[src/hdl/accel_window_stddev_activity_unit_assert.svh]
// assertion macros for the activity unit
`ifndef ACCEL_WINDOW_STDDEV_ACTIVITY_UNIT_ASSERT_SVH
`define ACCEL_WINDOW_STDDEV_ACTIVITY_UNIT_ASSERT_SVH
// implication checked on every rising clock edge outside reset
`define AWS_ASSERT_IMP(lbl, ante, cons) \
  lbl: assert property (@(posedge clk_i) disable iff (!rst_ni) (ante) |-> (cons)) \
    else $error("assertion failed");
// next-cycle implication
`define AWS_ASSERT_NXT(lbl, ante, cons) \
  lbl: assert property (@(posedge clk_i) disable iff (!rst_ni) (ante) |=> (cons)) \
    else $error("assertion failed");
`endif

[src/hdl/aws_pkg.sv]
// ----------------------------------------------------------------------------
// aws_pkg
// shared constants for the window standard deviation activity unit
// ----------------------------------------------------------------------------
`default_nettype none
package aws_pkg;
  localparam int unsigned Window   = 100;
  localparam int unsigned IdxW     = $clog2(Window);
  localparam int unsigned CntW     = $clog2(Window + 1);
  localparam int unsigned SumW     = 16 + CntW;
  localparam int unsigned SqW      = 32 + CntW;
  localparam int unsigned NqW      = SqW + CntW;
  localparam int unsigned RootW    = NqW / 2 + 1;
  localparam logic [13:0] ScoreMax = 14'h3fff;

  typedef enum logic [1:0] {
    CFG_MIN_SAMPLES = 2'd0,
    CFG_LOW_THR     = 2'd1,
    CFG_HIGH_THR    = 2'd2
  } cfg_idx_e;
endpackage
`default_nettype wire

[src/hdl/aws_ram.sv]
// ----------------------------------------------------------------------------
// aws_ram
// generic single port ram with registered read
// ----------------------------------------------------------------------------
`default_nettype none
module aws_ram #(
  parameter int unsigned Width = 16,
  parameter int unsigned Depth = 100
) (
  input  wire logic                     clk_i,
  input  wire logic                     we_i,
  input  wire logic [$clog2(Depth)-1:0] addr_i,
  input  wire logic [Width-1:0]         wdata_i,
  output logic      [Width-1:0]         rdata_o
);
  logic [Width-1:0] mem_q [Depth];

  always_ff @(posedge clk_i) begin
    if (we_i) begin
      mem_q[addr_i] <= wdata_i;
    end
    rdata_o <= mem_q[addr_i];
  end
endmodule
`default_nettype wire

[src/hdl/accel_window_stddev_activity_unit.sv]
// a sample transaction keeps the unit busy through its squaring, root and
// ram update steps; a report through its multiply, root, divide and score
// steps, the divide skipped for an empty window, until its result is taken;
// one at a time, set by the bit-serial multiply, square root and divide loops
// reset: asynchronous active low; window empty, thresholds 10 / 573 / 5243;
// the magnitude ram needs no clearing, entries are read only after a wrap
// ----------------------------------------------------------------------------
// accel_window_stddev_activity_unit
// windowed standard deviation of acceleration magnitude with band score
// ----------------------------------------------------------------------------
`default_nettype none
`include "accel_window_stddev_activity_unit_assert.svh"
module accel_window_stddev_activity_unit
  import aws_pkg::*;
(
  input  wire logic        clk_i,
  input  wire logic        rst_ni,
  input  wire logic        in_valid_i,
  output logic             in_ready_o,
  input  wire logic        kind_i,
  input  wire logic [15:0] accel_x_i,
  input  wire logic [15:0] accel_y_i,
  input  wire logic [15:0] accel_z_i,
  output logic             out_valid_o,
  input  wire logic        out_ready_i,
  output logic [13:0]      activity_score_o,
  output logic [14:0]      deviation_counts_o,
  output logic [6:0]       window_count_o,
  output logic             in_band_o,
  input  wire logic        cfg_valid_i,
  output logic             cfg_ready_o,
  input  wire logic [1:0]  cfg_index_i,
  input  wire logic [15:0] cfg_data_i
);
  typedef enum logic [3:0] {
    ST_IDLE, ST_SQ, ST_MROOT, ST_RAM, ST_OLDSQ, ST_UPD,
    ST_NQ, ST_SS, ST_DROOT, ST_DIV, ST_SCORE, ST_OUT
  } state_e;

  localparam int unsigned MulW = NqW;
  localparam int unsigned MCntW = $clog2(MulW + 1);

  state_e            state_q;
  logic [6:0]        min_q;
  logic [15:0]       low_q, high_q;
  logic [IdxW-1:0]   widx_q;
  logic              full_q;
  logic [SumW-1:0]   sum_q;
  logic [SqW-1:0]    sq_q;
  logic [1:0]        axis_q;
  logic [15:0]       ax_q [3];
  // shift-add multiplier: multiplicand a, multiplier b (lsb first), product p
  logic [MulW-1:0]   ma_q, mb_q, mp_q;
  logic [MCntW-1:0]  cnt_q;
  logic [MulW-1:0]   acc_q;
  // restoring root / divide
  logic [MulW-1:0]   rem_q;
  logic [RootW-1:0]  root_q;
  logic [RootW-1:0]  quo_q;
  logic [15:0]       mag_q;
  logic [15:0]       old_q;
  logic [MulW-1:0]   nq_q;
  logic [14:0]       sd_q;
  logic              ram_we;
  logic [15:0]       ram_rd;
  logic [CntW-1:0]   n_w;
  logic [MulW+1:0]   trial;
  logic [MulW-1:0]   rem_sh;
  logic [RootW:0]    dsh;
  logic [RootW:0]    dn;
  logic [19:0]       sc_w;
  logic              band_w;
  logic [1:0]        nxt_axis;
  logic [15:0]       abs_x;
  logic [15:0]       abs_nxt;

  assign n_w = full_q ? CntW'(Window) : CntW'(widx_q);
  assign in_ready_o = (state_q == ST_IDLE);
  assign cfg_ready_o = 1'b1;

  assign nxt_axis = axis_q + 2'd1;
  assign abs_x = accel_x_i[15] ? -accel_x_i : accel_x_i;
  assign abs_nxt = ax_q[nxt_axis][15] ? -ax_q[nxt_axis] : ax_q[nxt_axis];

  aws_ram #(.Width(16), .Depth(Window)) u_ram (
    .clk_i  (clk_i),
    .we_i   (ram_we),
    .addr_i (widx_q),
    .wdata_i(mag_q),
    .rdata_o(ram_rd)
  );
  assign ram_we = (state_q == ST_UPD) && (cnt_q == '0);

  // one root digit: shift two bits of the radicand in, try 4r+1
  assign rem_sh = {rem_q[MulW-3:0], acc_q[MulW-1 -: 2]};
  assign trial = {2'b00, rem_sh} - {{(MulW-RootW){1'b0}}, root_q, 2'b01};
  // one divide step on the root value by n, root bits enter msb first
  assign dsh = {rem_q[RootW-1:0], acc_q[RootW-1]};
  assign dn = {{(RootW+1-CntW){1'b0}}, n_w};
  assign sc_w = ({5'b0, sd_q} * 20'd25) >> 4;
  assign band_w = ({1'b0, n_w} >= (CntW+1)'(min_q)) &&
                  ({1'b0, sd_q} >= low_q) && ({1'b0, sd_q} <= high_q);

  always_ff @(posedge clk_i or negedge rst_ni) begin
    if (!rst_ni) begin
      state_q <= ST_IDLE;
      min_q <= 7'd10;
      low_q <= 16'd573;
      high_q <= 16'd5243;
      widx_q <= '0;
      full_q <= 1'b0;
      sum_q <= '0;
      sq_q <= '0;
      out_valid_o <= 1'b0;
      cnt_q <= '0;
      axis_q <= '0;
    end else begin
      if (cfg_valid_i) begin
        unique case (cfg_index_i)
          CFG_MIN_SAMPLES: min_q <= cfg_data_i[6:0];
          CFG_LOW_THR:     low_q <= cfg_data_i;
          CFG_HIGH_THR:    high_q <= cfg_data_i;
          default: ;
        endcase
      end
      unique case (state_q)
        ST_IDLE: begin
          if (in_valid_i) begin
            if (!kind_i) begin
              ax_q[0] <= accel_x_i;
              ax_q[1] <= accel_y_i;
              ax_q[2] <= accel_z_i;
              axis_q <= '0;
              acc_q <= '0;
              ma_q <= MulW'(abs_x);
              mb_q <= MulW'(abs_x);
              mp_q <= '0;
              cnt_q <= MCntW'(17);
              state_q <= ST_SQ;
            end else begin
              ma_q <= MulW'(sq_q);
              mb_q <= MulW'(n_w);
              mp_q <= '0;
              cnt_q <= MCntW'(CntW);
              state_q <= ST_NQ;
            end
          end
        end
        ST_SQ: begin
          if (cnt_q != '0) begin
            if (mb_q[0]) mp_q <= mp_q + ma_q;
            ma_q <= ma_q << 1;
            mb_q <= mb_q >> 1;
            cnt_q <= cnt_q - 1'b1;
          end else if (axis_q != 2'd2) begin
            acc_q <= acc_q + mp_q;
            axis_q <= nxt_axis;
            ma_q <= MulW'(abs_nxt);
            mb_q <= MulW'(abs_nxt);
            mp_q <= '0;
            cnt_q <= MCntW'(17);
          end else begin
            acc_q <= (acc_q + mp_q) << (MulW - 34);
            rem_q <= '0;
            root_q <= '0;
            cnt_q <= MCntW'(17);
            state_q <= ST_MROOT;
          end
        end
        ST_MROOT, ST_DROOT: begin
          if (cnt_q != '0) begin
            acc_q <= acc_q << 2;
            if (!trial[MulW+1]) begin
              rem_q <= trial[MulW-1:0];
              root_q <= {root_q[RootW-2:0], 1'b1};
            end else begin
              rem_q <= rem_sh;
              root_q <= {root_q[RootW-2:0], 1'b0};
            end
            cnt_q <= cnt_q - 1'b1;
          end else if (state_q == ST_MROOT) begin
            mag_q <= root_q[15:0];
            cnt_q <= MCntW'(1);
            state_q <= ST_RAM;
          end else begin
            acc_q <= MulW'(root_q);
            rem_q <= '0;
            quo_q <= '0;
            cnt_q <= MCntW'(RootW);
            state_q <= ST_DIV;
          end
        end
        ST_RAM: begin
          // wait for the registered read of the entry about to be replaced
          if (cnt_q != '0) cnt_q <= cnt_q - 1'b1;
          else begin
            old_q <= full_q ? ram_rd : 16'd0;
            ma_q <= MulW'(full_q ? ram_rd : 16'd0);
            mb_q <= MulW'(full_q ? ram_rd : 16'd0);
            mp_q <= '0;
            cnt_q <= MCntW'(16);
            state_q <= ST_OLDSQ;
          end
        end
        ST_OLDSQ: begin
          if (cnt_q != '0) begin
            if (mb_q[0]) mp_q <= mp_q + ma_q;
            ma_q <= ma_q << 1;
            mb_q <= mb_q >> 1;
            cnt_q <= cnt_q - 1'b1;
          end else begin
            sq_q <= sq_q - SqW'(mp_q);
            sum_q <= sum_q - SumW'(old_q);
            ma_q <= MulW'(mag_q);
            mb_q <= MulW'(mag_q);
            mp_q <= '0;
            cnt_q <= MCntW'(16);
            state_q <= ST_UPD;
          end
        end
        ST_UPD: begin
          if (cnt_q != '0) begin
            if (mb_q[0]) mp_q <= mp_q + ma_q;
            ma_q <= ma_q << 1;
            mb_q <= mb_q >> 1;
            cnt_q <= cnt_q - 1'b1;
          end else begin
            sq_q <= sq_q + SqW'(mp_q);
            sum_q <= sum_q + SumW'(mag_q);
            if (widx_q == IdxW'(Window - 1)) begin
              widx_q <= '0;
              full_q <= 1'b1;
            end else begin
              widx_q <= widx_q + 1'b1;
            end
            state_q <= ST_IDLE;
          end
        end
        ST_NQ: begin
          if (cnt_q != '0) begin
            if (mb_q[0]) mp_q <= mp_q + ma_q;
            ma_q <= ma_q << 1;
            mb_q <= mb_q >> 1;
            cnt_q <= cnt_q - 1'b1;
          end else begin
            nq_q <= mp_q;
            ma_q <= MulW'(sum_q);
            mb_q <= MulW'(sum_q);
            mp_q <= '0;
            cnt_q <= MCntW'(SumW);
            state_q <= ST_SS;
          end
        end
        ST_SS: begin
          if (cnt_q != '0) begin
            if (mb_q[0]) mp_q <= mp_q + ma_q;
            ma_q <= ma_q << 1;
            mb_q <= mb_q >> 1;
            cnt_q <= cnt_q - 1'b1;
          end else begin
            acc_q <= (nq_q > mp_q) ? nq_q - mp_q : '0;
            rem_q <= '0;
            root_q <= '0;
            cnt_q <= MCntW'(MulW / 2);
            state_q <= ST_DROOT;
          end
        end
        ST_DIV: begin
          if (n_w == '0) begin
            sd_q <= '0;
            state_q <= ST_SCORE;
          end else if (cnt_q != '0) begin
            acc_q <= acc_q << 1;
            if (dsh >= dn) begin
              rem_q <= MulW'(dsh - dn);
              quo_q <= {quo_q[RootW-2:0], 1'b1};
            end else begin
              rem_q <= MulW'(dsh);
              quo_q <= {quo_q[RootW-2:0], 1'b0};
            end
            cnt_q <= cnt_q - 1'b1;
          end else begin
            sd_q <= quo_q[14:0];
            state_q <= ST_SCORE;
          end
        end
        ST_SCORE: begin
          in_band_o <= band_w;
          deviation_counts_o <= sd_q;
          window_count_o <= 7'(n_w);
          activity_score_o <= !band_w ? '0 :
                              (sc_w > 20'(ScoreMax)) ? ScoreMax : sc_w[13:0];
          out_valid_o <= 1'b1;
          state_q <= ST_OUT;
        end
        ST_OUT: begin
          if (out_valid_o && out_ready_i) begin
            out_valid_o <= 1'b0;
            widx_q <= '0;
            full_q <= 1'b0;
            sum_q <= '0;
            sq_q <= '0;
            state_q <= ST_IDLE;
          end
        end
        default: state_q <= ST_IDLE;
      endcase
    end
  end

  `AWS_ASSERT_IMP(a_ready_idle, in_ready_o, !out_valid_o)
  `AWS_ASSERT_NXT(a_out_hold, out_valid_o && !out_ready_i, out_valid_o && $stable(deviation_counts_o))
  `AWS_ASSERT_IMP(a_score_band, out_valid_o && !in_band_o, activity_score_o == '0)
endmodule
`default_nettype wire

[config.mk]
export PLATFORM = sky130hd
export DESIGN_NAME = accel_window_stddev_activity_unit
export DESIGN_NICKNAME = d
export VERILOG_FILES = /design/src/hdl/aws_pkg.sv /design/src/hdl/aws_ram.sv /design/src/hdl/accel_window_stddev_activity_unit.sv
export VERILOG_INCLUDE_DIRS = /design/src /design/src/hdl
export SDC_FILE = /design/constraint.sdc
export NUM_CORES = 2
export LEC_CHECK = 0
export ABC_AREA = 1
export BUFFER_PORTS_ARGS = -buffer_cell sky130_fd_sc_hd__buf_2
export CAP_MARGIN = 20
export CORE_ASPECT_RATIO = 0.6
export CORE_UTILIZATION = 29
export CTS_BUF_LIST = sky130_fd_sc_hd__clkbuf_16
export DETAILED_ROUTE_END_ITERATION = 8
export GPL_TIMING_DRIVEN = 0
export PLACE_DENSITY = 0.47
export SYNTH_ARGS = -nofsm -noshare
export SYNTH_HDL_FRONTEND = slang
export SYNTH_SLANG_ARGS = --single-unit
[constraint.sdc]
create_clock -name clk_i -period 22.3 [get_ports clk_i]
set_input_delay 2.23 -clock clk_i [delete_from_list [all_inputs] [get_ports clk_i]]
set_output_delay 2.23 -clock clk_i [all_outputs]
set_load 0.1 [all_outputs]
==> impl_metrics.csv <==
group,metric,value,unit
timing,fin_setup_tns,0,ns
critical_path,cp_cell_sequence,"inv_2 -> nand3_2 -> inv_2 -> buf_2 -> buf_2 -> nand2_1 -> clkbuf_1 -> buf_8 -> nor2_2 -> buf_8",
floorplanning,die_y,471,um
routing,drtIter0Drc,15900,
cts,clock_path_buffers,4,
synthesis,postSynthCellCount,10800,
power_and_ir_drop,finalPower,17.9,mW
timing,finClkSkew,0.169,ns
synthesis,yosys_warnings,0,
timing,layout_setup_ws,16.55,ns
critical_path,regToRegStartpoint,"widx_q[2]",
synthesis,synth_flop_cell,"edfxtp_1",
synthesis,yosys.area.top_type,"edfxtp_1",
final_layout,fin_area,0.125,mm^2
cts,clkLatencyLatePin,1.03,ns
grt,grtUsageMet3,0.124,
floorplanning,num_rows,171,
critical_path,cp.arrival,6.32,ns
critical_path,worstSetupPathType,"reg2reg",
critical_path,cp_top_family,"buffers and inverters",
synthesis,synth_fp_nets,11300,
critical_path,cp-end-kind,"flop",
grt,antenna_found_initial,74,
final_layout,drive_above_1_share,0.0951,
timing,rsz0062_at_grt,"no",
synthesis,postSynth.asyncResetShare,0.0565,
min_path,min_to,"mag_q[7]",
timing,worst_pin_slew,1.45,ns
floorplanning,ios,112,
power_and_ir_drop,ir_drop,0.172,mV
cts,clk_pin_slew_worst_paths,0.07,ns
final_layout,area_delta_synth_final,17.3,%
power_and_ir_drop,switching_share,0.491,
final_layout,finalNetCount,11800,
critical_path,path_max_fanout,10,
grt,grt_pass1_vias,78100,
grt,grt_overflow,0,
synthesis,synth_edf_count,2022,
synthesis,netlist_area,0.106,mm^2
timing,timing.hold.ws,0.455,ns
critical_path,regToRegSetupSlack,16.55,ns
routing,drt-pass1-iter-count,6,
power_and_ir_drop,p_int,9.11,mW
power_and_ir_drop,seq_power_share,0.306,
synthesis,yosysUniqueCellTypes,65,
min_path,hp-class,"reg2reg",
min_path,hold_depth,0,
routing,num_vias,90400,
timing,fin_crit,5.75,ns
cts,cts_buffers,216,
cts,cts_setup_buffers,0,
critical_path,r2r-end,"u_ram.mem_q[8][1]",
timing,hold_violations,0,
synthesis,synth_most_common_cell,"nand2_1",
timing,period_share,0.258,
timing,fmax,174,MHz
cts,ctsHoldBuffers,0,
routing,final_antenna_net_count,0,
synthesis,synth_top_area_frac,0.570,
cts,post_cts_resize_count,0,
final_layout,finalNonFillerCells,16400,
grt,grt_max_degree,80,
synthesis,yosys-top-cells-area,"edfxtp_1, nand2_1, inv_1",
power_and_ir_drop,power_density,143,mW/mm^2
routing,viasPerCell,5.50,
critical_path,critPathLaunchType,"flop",
cts,htreeDepth,4,
grt,grtUsageTotal,0.276,
grt,grt_pass1_wl,697000,um
critical_path,ff2ff_path_depth,10,
grt,gr-usage-met2,0.314,
power_and_ir_drop,p_switching,8.78,mW
floorplanning,initial_core_util,0.293,
critical_path,crit_path_top_delay_cell,"buf_2",
power_and_ir_drop,comb_power_share,0.483,
cts,clock-root-buffer,"clkbuf_16",
critical_path,crit_path_max_incr_delay,0.75,ns
grt,busiest_layer,"met1",
final_layout,final_util,0.343,
place,hpwl,399000,um
synthesis,synth_seq_cells,2160,
status,outcome,"completed",
grt,use_met1,0.446,
power_and_ir_drop,total_leakage_power,48.6,nW
timing,relSlewSlack,0.0229,
place,io_buffers,110,
critical_path,cp_data_required_time,22.87,ns
flow_run,cap_violations,0,
floorplanning,die_w,784,um
place,place_inst,16000,
timing,slew_violations,0,
place,placedInstanceArea,0.118,mm^2
cts,cts_sinks,2160,
place,place_ws,16.95,ns
synthesis,ys_top_cells_by_count,"nand2_1, edfxtp_1, inv_1",
timing,finalSetupViolCount,0,
min_path,min-delay-start,"root_q[7]",
floorplanning,dieArea,0.370,mm^2
routing,wl_per_cell,32.1,um
floorplanning,core_area,0.364,mm^2
power_and_ir_drop,p_clk_frac,0.211,
synthesis,syn_area_per_cell,9.82,um^2
synthesis,ys_seq_area_frac,0.602,
cts,cts_tree,"built",
routing,drc,0,
critical_path,path_buf_inv,7,
routing,wl,528000,um
place,routabilityCongestion,1.02,
==> logic make-up (layout without fill, tap and decap cells) <==
kind of cell,after synthesis,count (layout),synth area share
AOI/OAI and AO/OA,1566,1566,0.0871
and+or+nand+nor,5183,5183,0.204
adders and majority gates,337,337,0.0407
xor gates and xnor gates,140,140,0.0115
other,1,24,0.0000352
buffers and inverters,1455,2172,0.0546
DFF,2160,2160,0.602
==> power groups by stage <==
stage	Clock, mW	Combinational (mW)	Sequential (mW)
global placement	0	8.01	5.57
global route	3.92	9.07	5.46
CTS	3.77	8.17	5.40
detailed placement	0	8.13	5.49
floorplan	0	4.64	5.19
finish	3.78	8.65	5.47
==> state kept, by name, indices dropped and copies added, names as in the netlist, 7 cells and up <==
signal	count
mb_q	23
min_q	7
sum_q	23
u_ram.rdata_o	16
old_q	16
ma_q	46
sq_q	39
quo_q	15
activity_score_o	14
high_q	16
root_q	24
widx_q	7
ax_q	48
mp_q	46
nq_q	46
rem_q	44
deviation_counts_o	15
sd_q	15
mag_q	16
acc_q	46
window_count_o	7
low_q	16
u_ram.mem_q	1600
==> layer usage <==
layer,vias to the layer above,part of all wire
met5,-,0.00031
met4,24,0.027
met3,701,0.17
met2,6420,0.33
met1,44700,0.47
li1,38600,-
==> layout by cell type, fill, tap and decap left out, types with 195 or more instances in the layout <==
| cell type | count |
|---|---|
| inv_1 | 1115 |
| edfxtp_1 | 2022 |
| nand3_1 | 612 |
| o21ai_0 | 519 |
| a21oi_1 | 490 |
| nor2_1 | 773 |
| ha_1 | 321 |
| nand4_1 | 321 |
| buf_2 | 279 |
| a22oi_1 | 195 |
| clkbuf_16 | 216 |
| nand2_1 | 3133 |
==> how the worst max path moves through the flow <==
| stage | end | slack, ns | cells after the start | from |
|---|---|---|---|---|
| 3_3_place_gp | acc_q[41] | 3.66 | 5 | rst_ni |
| 2_1_floorplan | acc_q[0] | 11.59 | 6 | kind_i |
| 3_5_place_dp | u_ram.mem_q[8][7] | 16.95 | 10 | widx_q[2] |
| 5_1_grt | sq_q[28] | 16.72 | 19 | state_q[3] |
| 6_report | u_ram.mem_q[8][1] | 16.55 | 10 | widx_q[2] |
| 4_1_cts | u_ram.mem_q[8][12] | 16.89 | 10 | widx_q[2] |
==> area by class of cell <==
type / count / area [um^2]
fillers: 37000 / 239000
clock buffers: 216 / 5410
plain buffers: 334 / 1650
flip-flops and latches: 2160 / 64100
repair buffers: 333 / 4840
inverters: 1121 / 4210
clock inverters: 168 / 1490
diodes: 23 / 57.6
multi-input cells: 7227 / 37000
well taps: 4844 / 6060
(Power assumes the default switching activity.)
